$ cat config.mk
export PLATFORM = sky130hd
export DESIGN_NAME = pstt_fifo
export DESIGN_NICKNAME = d
export VERILOG_FILES = /design/src/rtl/pstt_pkg.sv /design/src/rtl/pstt_fifo.sv
export SDC_FILE = /design/constraint.sdc
export NUM_CORES = 1
export LEC_CHECK = 0
export BUFFER_PORTS_ARGS = -buffer_cell sky130_fd_sc_hd__buf_2
export CORE_UTILIZATION = 48
export DETAILED_ROUTE_END_ITERATION = 10
export HOLD_SLACK_MARGIN = 0.08
export PLACE_DENSITY_LB_ADDON = 0.05
export SYNTH_ARGS = -nofsm -noshare
export SYNTH_HDL_FRONTEND = slang
export SYNTH_SLANG_ARGS = --single-unit
export TNS_END_PERCENT = 5
$ cat constraint.sdc
create_clock -name clk -period 1.3 [get_ports clk]
set_input_delay 0.39 -clock clk [delete_from_list [all_inputs] [get_ports clk]]
set_output_delay 0.39 -clock clk [all_outputs]
set_load 0.05 [all_outputs]
$ cat src/rtl/pstt_pkg.sv
`default_nettype none
// ---------------------------------------------------------------------------
// pstt_pkg
// Shared types and constants of the pooled two-sample t statistic core.
// ---------------------------------------------------------------------------
package pstt_pkg;

	// Default parameter values.
	localparam int MAX_GROUP_SAMPLES_DEF = 256;
	localparam int SAMPLE_BITS_DEF       = 16;

	// Depth of the queue between the accumulator front and the math back end.
	localparam int QUEUE_DEPTH = 2;

	// Fraction bits of the Q16.16 result.
	localparam int FRAC_BITS = 16;

	// Result status codes.
	localparam logic [1:0] ST_OK       = 2'd0;
	localparam logic [1:0] ST_FEW      = 2'd1;
	localparam logic [1:0] ST_ZERO_VAR = 2'd2;
	localparam logic [1:0] ST_OVERFLOW = 2'd3;

	// One input word: a sample, its group and the end-of-gene flag.
	typedef struct packed {
		logic signed [15:0] sample;
		logic               group;
		logic               last;
	} in_word_t;

	// One result word.
	typedef struct packed {
		logic signed [31:0] t_value;
		logic [1:0]         status;
		logic [8:0]         degrees_of_freedom;
	} out_word_t;

	// Queue status seen by the front and the back.
	typedef struct packed {
		logic full;
		logic empty;
	} queue_stat_t;

endpackage
`default_nettype wire

$ cat src/rtl/pstt_fifo.sv
`default_nettype none
// ---------------------------------------------------------------------------
// pstt_fifo
// Small register queue carrying per-gene accumulator snapshots.
// ---------------------------------------------------------------------------
module pstt_fifo #(
	parameter int WIDTH = 8
) (
	input  wire logic             clk,
	input  wire logic             arst_n,
	input  wire logic             wr_en,
	input  wire logic [WIDTH-1:0] wr_data,
	input  wire logic             rd_en,
	output logic [WIDTH-1:0]      rd_data,
	output pstt_pkg::queue_stat_t stat
);
	localparam int DEPTH = pstt_pkg::QUEUE_DEPTH;
	localparam int PW    = (DEPTH > 1) ? $clog2(DEPTH) : 1;
	localparam int CNTW  = $clog2(DEPTH + 1);

	logic [WIDTH-1:0] mem_q [DEPTH];
	logic [PW-1:0]    wr_ptr_q;
	logic [PW-1:0]    rd_ptr_q;
	logic [CNTW-1:0]  count_q;

	// Pointer that wraps at the queue depth.
	function automatic logic [PW-1:0] next_ptr(input logic [PW-1:0] p);
		logic [PW-1:0] r;
		if (p == PW'(DEPTH - 1)) r = '0;
		else r = p + PW'(1);
		return r;
	endfunction

	assign stat.full  = (count_q == CNTW'(DEPTH));
	assign stat.empty = (count_q == '0);
	assign rd_data    = mem_q[rd_ptr_q];

	// Storage, written on push.
	always_ff @(posedge clk) begin
		if (wr_en) mem_q[wr_ptr_q] <= wr_data;
	end

	// Pointers and fill count.
	always_ff @(posedge clk or negedge arst_n) begin
		if (!arst_n) begin
			wr_ptr_q <= '0;
			rd_ptr_q <= '0;
			count_q  <= '0;
		end else begin
			if (wr_en) wr_ptr_q <= next_ptr(wr_ptr_q);
			if (rd_en) rd_ptr_q <= next_ptr(rd_ptr_q);
			if (wr_en && !rd_en) count_q <= count_q + CNTW'(1);
			else if (rd_en && !wr_en) count_q <= count_q - CNTW'(1);
		end
	end
endmodule
`default_nettype wire

==> flow_metrics.py <==
metrics = {
    "global_route": {
        "busiest_layer": "met2",
        "grt_start_max_net_pins": 12,
        "met1_usage_pct": 20.8,
        "met3_usage_pct": 2.59,
        "grt_pass1_wl_mm": 2.04,
        "gr-total-overflow": 0,
        "grt_usage_pct": 15.9,
        "antenna_found_initial": 0,
        "use_met2_pct": 27.2,
        "grt_pass1_vias": 459,
    },
    "clocking": {
        "root_buffer": "clkbuf_4",
        "clk_pin_slew_ns": 0.10,
        "cts_buffers": 3,
        "cts_tree": "built",
        "clockBufferDepth": 2,
        "clock-sinks": 20,
        "cts.htree.levels": 1,
        "clock_latency_ns": 0.28,
    },
    "layout": {
        "fin_nets": 86,
        "nFillCells": 119,
        "ff_latch_area_um2": 582,
        "drive_above_1_share_pct": 56.9,
        "multiInputGateArea_um2": 178,
        "syn2layout_area_growth_pct": 34.9,
        "diodes": 0,
    },
    "worst_setup_path": {
        "setup.worst_path.end_class": "primary output",
        "cp.required_ns": 0.91,
        "path_class": "reg2out",
        "critPathMaxFanout": 4,
        "cp-start-kind": "flip-flop",
        "critical_path_arrival_ns": 1.30,
    },
    "timing": {
        "max_freq_mhz": 593,
        "post-route-period-util_pct": 130,
        "final-setup-viol-count": 10,
        "skew_ns": 0.00115,
        "worstMarginPinSlew_ns": 0.414,
        "setup_ws_ns": -0.388,
        "timing_hold_violations_final": 0,
        "relSlewSlack_pct": 72.4,
        "setup_tns_ns": -3.34,
        "rsz0062_at_grt": "yes",
        "fin_crit_ns": 1.69,
        "drv_slew": 0,
    },
    "synth": {
        "ys_seq_elements": 20,
        "yosys.area.top_type_share_pct": 62.3,
        "synth_cell_types": 12,
        "synth.largest_area_cell": "edfxtp_1",
        "syn_avg_cell_area_um2": 18.8,
        "ys_async_sr_fraction_pct": 20.0,
        "synth_edf_count": 16,
        "yosysMostFrequentCell": "edfxtp_1",
        "netlist_instances": 41,
        "syn-num-nets": 54,
        "ys_seq_area_share_pct": 75.3,
        "synth_area_um2": 771,
        "synth_area_leaders": "edfxtp_1, dfrtp_1, mux2_2",
        "synthTopCellsByCount": "edfxtp_1, mux2_2, dfrtp_1, xor2_1, nor2_1",
        "ys_warn_count": 0,
        "synthFlopType": "edfxtp_1",
    },
    "run_status": {
        "status": "finished with violations",
        "violations": "negative setup slack",
    },
    "die": {
        "coreArea_um2": 1510,
        "chipHeight_um": 42.1,
        "rows": 14,
        "io-pin-count": 22,
        "die_x_um": 42.1,
        "die_area_um2": 1770,
        "start_util_pct": 51.2,
    },
    "route": {
        "drt_first_pass_iters": 3,
        "via_per_inst": 4.86,
        "wl_per_cell_um": 13.8,
        "via_count": 428,
        "drc": 0,
        "drt_iter0_drc": 4,
        "ant_nets": 0,
        "drt-total-wl_mm": 1.21,
    },
    "job": {
        "drv_cap": 0,
    },
    "power_and_ir_drop": {
        "power_leakage_nw": 0.430,
        "powerDensity_nw_per_um2": 2490,
        "total_power_w": 0.00259,
        "vdd_ir_drop_max_v": 0.00122,
    },
    "place": {
        "portBuffers": 21,
        "post-dp-hpwl_um": 838,
        "finalWeightedCongestion": 0.582,
    },
    "min_path": {
        "hold_class": "in2reg",
    },
}
power breakdown:
part	internal, W	switching, W
logic	0.000580	0.000769
registers	0.000874	0.0000859
clock network	0.000111	0.000172
total	0.00156	0.00103
routing by layer:
metal,up-vias,share of wire [%]
li1,212,-
met1,205,43
met2,11,54
met3,0,3.1
met4,0,0
met5,-,0
area by class of cell:
type | count | area share, %
sequential | 20 | 56.0
timing repair buffer | 28 | 22.1
multi-input combinational | 19 | 17.1
clock buffer | 3 | 2.17
tap | 16 | 1.93
clock inverter | 1 | 0.361
inverter | 1 | 0.361
cells in the final DEF (no fill, tap or decap), drive strengths merged:
cell / instances
dfrtp: 4
clkbuf: 3
xor2: 4
inv: 1
and2b: 1
nor2b: 1
mux2: 8
edfxtp: 16
ha: 1
clkinv: 1
buf: 27
and2: 1
dlygate4sd3: 1
xnor2: 1
nor2: 2
through the flow:
stage | std cells | worst slack [ns] | utilization [%] | hold slack, ns | area, um2
after floorplan | 41 | 0.00963 | - | 0.0944 | 773
after global placement | 80 | -0.207 | 60.4 | 0.199 | 910
after detailed placement | 80 | -0.228 | 60.4 | 0.204 | 910
after CTS | 88 | -0.394 | 68.5 | 0.274 | 1030
after global routing | 88 | -0.432 | 69.0 | 0.274 | 1040
final | 88 | -0.388 | 69.0 | 0.285 | 1040
registers in the layout, indices dropped and copies added (netlist names):
| signal | flops |
|---|---|
| count_q | 2 |
| mem_q | 16 |
| rd_ptr_q | 1 |
| wr_ptr_q | 1 |
worst max-delay path, stage by stage (launching register included):
cell	delay [ns]
dfrtp_2	0.40
buf_6	0.12
mux2_2	0.34
buf_6	0.15
cells by family after synthesis:
kind of cell  Yosys count  synth area share (%)
mux                     8                  11.7
flops                  20                  75.3
fa+ha+maj               1                  1.62
simple gates            5                  3.74
xor+xnor                5                  5.68
buf+inv                 2                  1.95
worst paths after layout:
check,start,cells past startpoint,slack [ns],to
setup reg to reg,wr_ptr_q,1,0.17,mem_q[1][0]
min in group asynchronous,arst_n,2,0.45,rd_ptr_q
max in group asynchronous,arst_n,2,0.71,rd_ptr_q
hold / removal,wr_data[3],1,0.29,mem_q[0][3]
setup / recovery,rd_ptr_q,3,-0.39,rd_data[3]
hold reg to reg,wr_ptr_q,1,0.51,wr_ptr_q
repair_timing:
action	in CTS	in global routing
resized for setup	23	2
buffers inserted	3	0
endpoints found under the hold margin	4	0
hold buffers	1	0
setup endpoints to repair	10	10
pin swaps	1	0
Note: power is estimated with default switching activity, not from simulation.
