`src/rtl/pstt_pkg.sv`:
```
`default_nettype none
// ---------------------------------------------------------------------------
// pstt_pkg
// Shared types and constants of the pooled two-sample t statistic core.
// ---------------------------------------------------------------------------
package pstt_pkg;

	// Default parameter values.
	localparam int MAX_GROUP_SAMPLES_DEF = 256;
	localparam int SAMPLE_BITS_DEF       = 16;

	// Depth of the queue between the accumulator front and the math back end.
	localparam int QUEUE_DEPTH = 2;

	// Fraction bits of the Q16.16 result.
	localparam int FRAC_BITS = 16;

	// Result status codes.
	localparam logic [1:0] ST_OK       = 2'd0;
	localparam logic [1:0] ST_FEW      = 2'd1;
	localparam logic [1:0] ST_ZERO_VAR = 2'd2;
	localparam logic [1:0] ST_OVERFLOW = 2'd3;

	// One input word: a sample, its group and the end-of-gene flag.
	typedef struct packed {
		logic signed [15:0] sample;
		logic               group;
		logic               last;
	} in_word_t;

	// One result word.
	typedef struct packed {
		logic signed [31:0] t_value;
		logic [1:0]         status;
		logic [8:0]         degrees_of_freedom;
	} out_word_t;

	// Queue status seen by the front and the back.
	typedef struct packed {
		logic full;
		logic empty;
	} queue_stat_t;

endpackage
`default_nettype wire

```
`src/rtl/pstt_front.sv`:
```
`default_nettype none
// ---------------------------------------------------------------------------
// pstt_front
// Per-group count, sum and sum-of-squares accumulators; one sample a cycle while the queue is not full.
// ---------------------------------------------------------------------------
module pstt_front #(
	parameter int MAX_GROUP_SAMPLES = pstt_pkg::MAX_GROUP_SAMPLES_DEF,
	parameter int SAMPLE_BITS       = pstt_pkg::SAMPLE_BITS_DEF,
	localparam int CW    = $clog2(MAX_GROUP_SAMPLES + 1),
	localparam int SW    = SAMPLE_BITS + CW,
	localparam int QW    = 2 * SAMPLE_BITS + CW,
	localparam int SNAPW = 2 * CW + 2 * SW + 2 * QW + 1
) (
	input  wire logic                    clk,
	input  wire logic                    arst_n,
	input  wire logic                    sample_valid,
	output logic                         sample_ready,
	input  wire pstt_pkg::in_word_t      sample_word,
	input  wire pstt_pkg::queue_stat_t   qstat,
	output logic                         push,
	output logic [SNAPW-1:0]             push_data
);
	typedef struct packed {
		logic [CW-1:0]        na;
		logic [CW-1:0]        nb;
		logic signed [SW-1:0] sa;
		logic signed [SW-1:0] sb;
		logic [QW-1:0]        qa;
		logic [QW-1:0]        qb;
		logic                 ovf;
	} snap_t;

	logic [CW-1:0]                na_q, nb_q;
	logic signed [SW-1:0]         sa_q, sb_q;
	logic [QW-1:0]                qa_q, qb_q;
	logic                         ovf_q;
	logic signed [SAMPLE_BITS-1:0] x;
	logic signed [2*SAMPLE_BITS-1:0] sq;
	logic                         fire;
	logic                         full_a, full_b;
	snap_t                        nxt;

	// Take the low sample bits as a signed value.
	if (SAMPLE_BITS <= 16) begin : g_narrow
		assign x = sample_word.sample[SAMPLE_BITS-1:0];
	end else begin : g_wide
		assign x = SAMPLE_BITS'(unsigned'(sample_word.sample));
	end

	assign sq           = x * x;
	assign sample_ready = !qstat.full;
	assign fire         = sample_valid && sample_ready;
	assign full_a       = (na_q == CW'(MAX_GROUP_SAMPLES));
	assign full_b       = (nb_q == CW'(MAX_GROUP_SAMPLES));

	// Accumulator values after this word; a sample for a full group is dropped.
	always_comb begin
		nxt.na  = na_q;
		nxt.nb  = nb_q;
		nxt.sa  = sa_q;
		nxt.sb  = sb_q;
		nxt.qa  = qa_q;
		nxt.qb  = qb_q;
		nxt.ovf = ovf_q;
		if (!sample_word.group) begin
			if (full_a) begin
				nxt.ovf = 1'b1;
			end else begin
				nxt.na = na_q + CW'(1);
				nxt.sa = sa_q + SW'(x);
				nxt.qa = qa_q + QW'(unsigned'(sq));
			end
		end else begin
			if (full_b) begin
				nxt.ovf = 1'b1;
			end else begin
				nxt.nb = nb_q + CW'(1);
				nxt.sb = sb_q + SW'(x);
				nxt.qb = qb_q + QW'(unsigned'(sq));
			end
		end
	end

	assign push      = fire && sample_word.last;
	assign push_data = nxt;

	// Accumulators; cleared when the gene's snapshot is queued.
	always_ff @(posedge clk or negedge arst_n) begin
		if (!arst_n) begin
			na_q  <= '0;
			nb_q  <= '0;
			sa_q  <= '0;
			sb_q  <= '0;
			qa_q  <= '0;
			qb_q  <= '0;
			ovf_q <= 1'b0;
		end else if (fire) begin
			if (sample_word.last) begin
				na_q  <= '0;
				nb_q  <= '0;
				sa_q  <= '0;
				sb_q  <= '0;
				qa_q  <= '0;
				qb_q  <= '0;
				ovf_q <= 1'b0;
			end else begin
				na_q  <= nxt.na;
				nb_q  <= nxt.nb;
				sa_q  <= nxt.sa;
				sb_q  <= nxt.sb;
				qa_q  <= nxt.qa;
				qb_q  <= nxt.qb;
				ovf_q <= nxt.ovf;
			end
		end
	end
endmodule
`default_nettype wire

```
`config.mk`:
```
export PLATFORM = sky130hd
export DESIGN_NAME = pstt_front
export DESIGN_NICKNAME = d
export VERILOG_FILES = /design/src/rtl/pstt_pkg.sv /design/src/rtl/pstt_front.sv
export SDC_FILE = /design/constraint.sdc
export NUM_CORES = 1
export LEC_CHECK = 0
export BUFFER_PORTS_ARGS = -buffer_cell sky130_fd_sc_hd__buf_2
export CAP_MARGIN = 20
export CORE_ASPECT_RATIO = 2
export CORE_UTILIZATION = 50
export DETAILED_ROUTE_END_ITERATION = 8
export PLACE_DENSITY = 0.74
export SLEW_MARGIN = 25
export SYNTH_ARGS = -nofsm -noshare
export SYNTH_HDL_FRONTEND = slang
export SYNTH_SLANG_ARGS = --single-unit
export TNS_END_PERCENT = 10
```
`constraint.sdc`:
```
create_clock -name clk -period 17.5 [get_ports clk]
set_clock_uncertainty 0.1 [all_clocks]
set_input_delay 1.75 -clock clk [delete_from_list [all_inputs] [get_ports clk]]
set_output_delay 1.75 -clock clk [all_outputs]
set_load 0.01 [all_outputs]
```
==> flow_summary.toml <==
[sta]
fmax_ghz = 0.0747
rsz0062_at_grt = "false"
layout_min_cycle_time_ps = 13390
slew_viol_final = 0
period_share_pct = 76.5
setup_viol = 0
tns_ps = 0
finalHoldViolCount = 0
relSlewSlack_pct = 22.2
worstMarginPinSlew_ps = 1160

[worst_setup_path]
reg2reg_setup_slack_ps = 13150
crit_type = "in -> out"
setup.worst_path.start_class = "input pin"
worstPathRequired_ps = 15650
worstPathArrival_ps = 11540
critPathMaxFanout = 44
crit_path_start = "sample_word[17]"
max_stage_delay_ps = 1030
end_kind = "primary output"
crit_path_top_delay_cell = "a2111oi_2"
r2r-start = "qb_q[0]$_DFFE_PN0P_"

[clocking]
postCtsResizedCells = 0
postCtsSetupRepairBufs = 0
cts_tree = "done"
cts_hold_buffers = 0
cts_sinks = 151
h-tree-depth = 4
clk_pin_slew_worst_paths_ps = 60
root_buffer = "clkbuf_16"
clk_latency_ps = 470
numCtsBuffers = 17
clk_path_buf_depth = 2

[yosys]
yosys_warnings = 0
async_flop_share_pct = 100
synth_area_per_cell_um2 = 8.48
synthDistinctLibCells = 79
yosysTopAreaCellShare_pct = 21.6
synth_area_leaders = "fa_1, dfrtp_1, ha_1, inv_1, nand2_1"
synthCells = 2573
synth_largest_area_cell = "fa_1"
synth_edf_count = 0
ys.flop_type = "dfrtp_1"
syn-num-nets = 3041
synth_seq_cells = 151
yosysSeqAreaShare_pct = 17.3
synth.cell_area_mm2 = 0.0218

[routing]
drtPass1Iterations = 5
vias_per_cell = 5.87
drc_errors = 0
routed_wl_mm = 64.5
drtIter0Drc = 1019
ant_nets = 0
post_drt_wl_per_cell_um = 19.8
num_vias = 19100

[global_route]
track_usage_pct = 30.2
grt_pass1_vias = 20200
grt_pass1_wl_mm = 104
grt-ovfl-total = 0
grt_max_degree = 67
antenna_found_initial = 0

[cells_and_area]
area_growth_pct = 9.15
layout_common_cells = "inv_1, nand2_1, fa_1, o21ai_0, ha_1"
layout.nets = 3156
layout_commonest_cell = "inv_1"
layout-drive-gt1-share_pct = 9.81
antennaDiodeCount = 0
n_fill_cell = 4015

[floorplan]
ios = 176
rows = 108
die_h_um = 297
start_util_pct = 50.5
die_area_mm2 = 0.0445
die_x_um = 150
coreArea_mm2 = 0.0432

[placement]
io_buffers = 174
hpwl_mm = 51.5
place.gp.congestion = 0.939

[hold_path]
hold_path_class = "reg -> reg"
hold_path_startpoint = "qa_q[25]$_DFFE_PN0P_"

[job]
cap_violations = 0

[outcome]
outcome = "finished clean"
-- final timing paths --
path,endpoint,cells past startpoint
max,push_data[41],33
min in group asynchronous,sb_q[13]$_DFFE_PN0P_,1
max in group asynchronous,qb_q[38]$_DFFE_PN0P_,2
min,qa_q[25]$_DFFE_PN0P_,2
min reg2reg,qa_q[25]$_DFFE_PN0P_,2
max reg2reg,qb_q[40]$_DFFE_PN0P_,11
-- layer usage --
layer  vias to the layer above  part of all wire (%)  wire (µm)  track usage, %
met4                         0                   7.3       4710            20.5
met5                         -                     0          0               0
met2                       617                    53      34100            54.2
met3                       201                   4.1       2670            3.39
li1                       8851                     -          -               -
met1                      9406                    36      23000            32.5
-- metrics by stage --
step	area [µm²]	hold slack, ps	cells	worst slack (ps)	util [%]
2_1_floorplan	21800	369	2573	6580	-
3_3_place_gp	23200	385	3218	4400	53.6
3_5_place_dp	23200	404	3218	4230	53.6
4_1_cts	23800	419	3250	4200	55.0
5_1_grt	23800	435	3251	3640	55.1
6_report	23800	418	3251	4110	55.1
-- final cells by class --
class | count | area (µm²) | area share [%]
multi-input cells | 1959 | 16400 | 68.6
flip-flops and latches | 151 | 3780 | 15.9
inverters | 369 | 1390 | 5.81
repair buffers | 190 | 1020 | 4.27
well taps | 550 | 688 | 2.89
clock buffers | 17 | 425 | 1.79
clock inverters | 15 | 178 | 0.746
-- Yosys cell counts (8+ instances only) --
master,instances
or3_1,8
a211oi_1,18
xnor2_1,118
fa_1,235
a21oi_1,135
dfrtp_1,151
inv_1,369
ha_1,210
and3_1,22
o31ai_1,15
nand3_1,32
a21o_1,74
nand2b_1,20
o21bai_1,17
o21ai_1,9
o21ai_0,221
nor3b_1,8
a22o_1,65
nor2_1,90
nor3_1,15
nor2b_1,17
a31o_2,9
a31oi_1,18
clkbuf_1,84
nand4_1,20
nand2_1,352
xor2_1,56
and2_1,51
o21a_1,12
-- critical path: cells and delay by family --
family	cells	cell delay, ps
simple gates	5	1190
fa+ha+maj	8	3680
buf+inv	9	1700
compound gates	9	2580
xor+xnor	2	570
-- registers in the layout, indices dropped and copies added, names as in the netlist --
register  cells
na_q          9
nb_q          9
ovf_q         1
qa_q         41
qb_q         41
sa_q         25
sb_q         25
-- cell families (layout without fill, tap and decap cells) --
group | after synthesis | after routing | synth area share [%]
AO/OA/AOI/OAI | 668 | 668 | 19.9
XOR/XNOR | 174 | 174 | 6.98
adder cells (fa/ha/maj) | 445 | 445 | 33.6
buffers and inverters | 463 | 591 | 7.98
flip-flops | 151 | 151 | 17.3
multiplexers | 3 | 3 | 0.149
AND/OR/NAND/NOR | 669 | 669 | 14.1
Power is not shown: default switching activity piles up to over one toggle a cycle in this logic, so the estimate is an artifact.
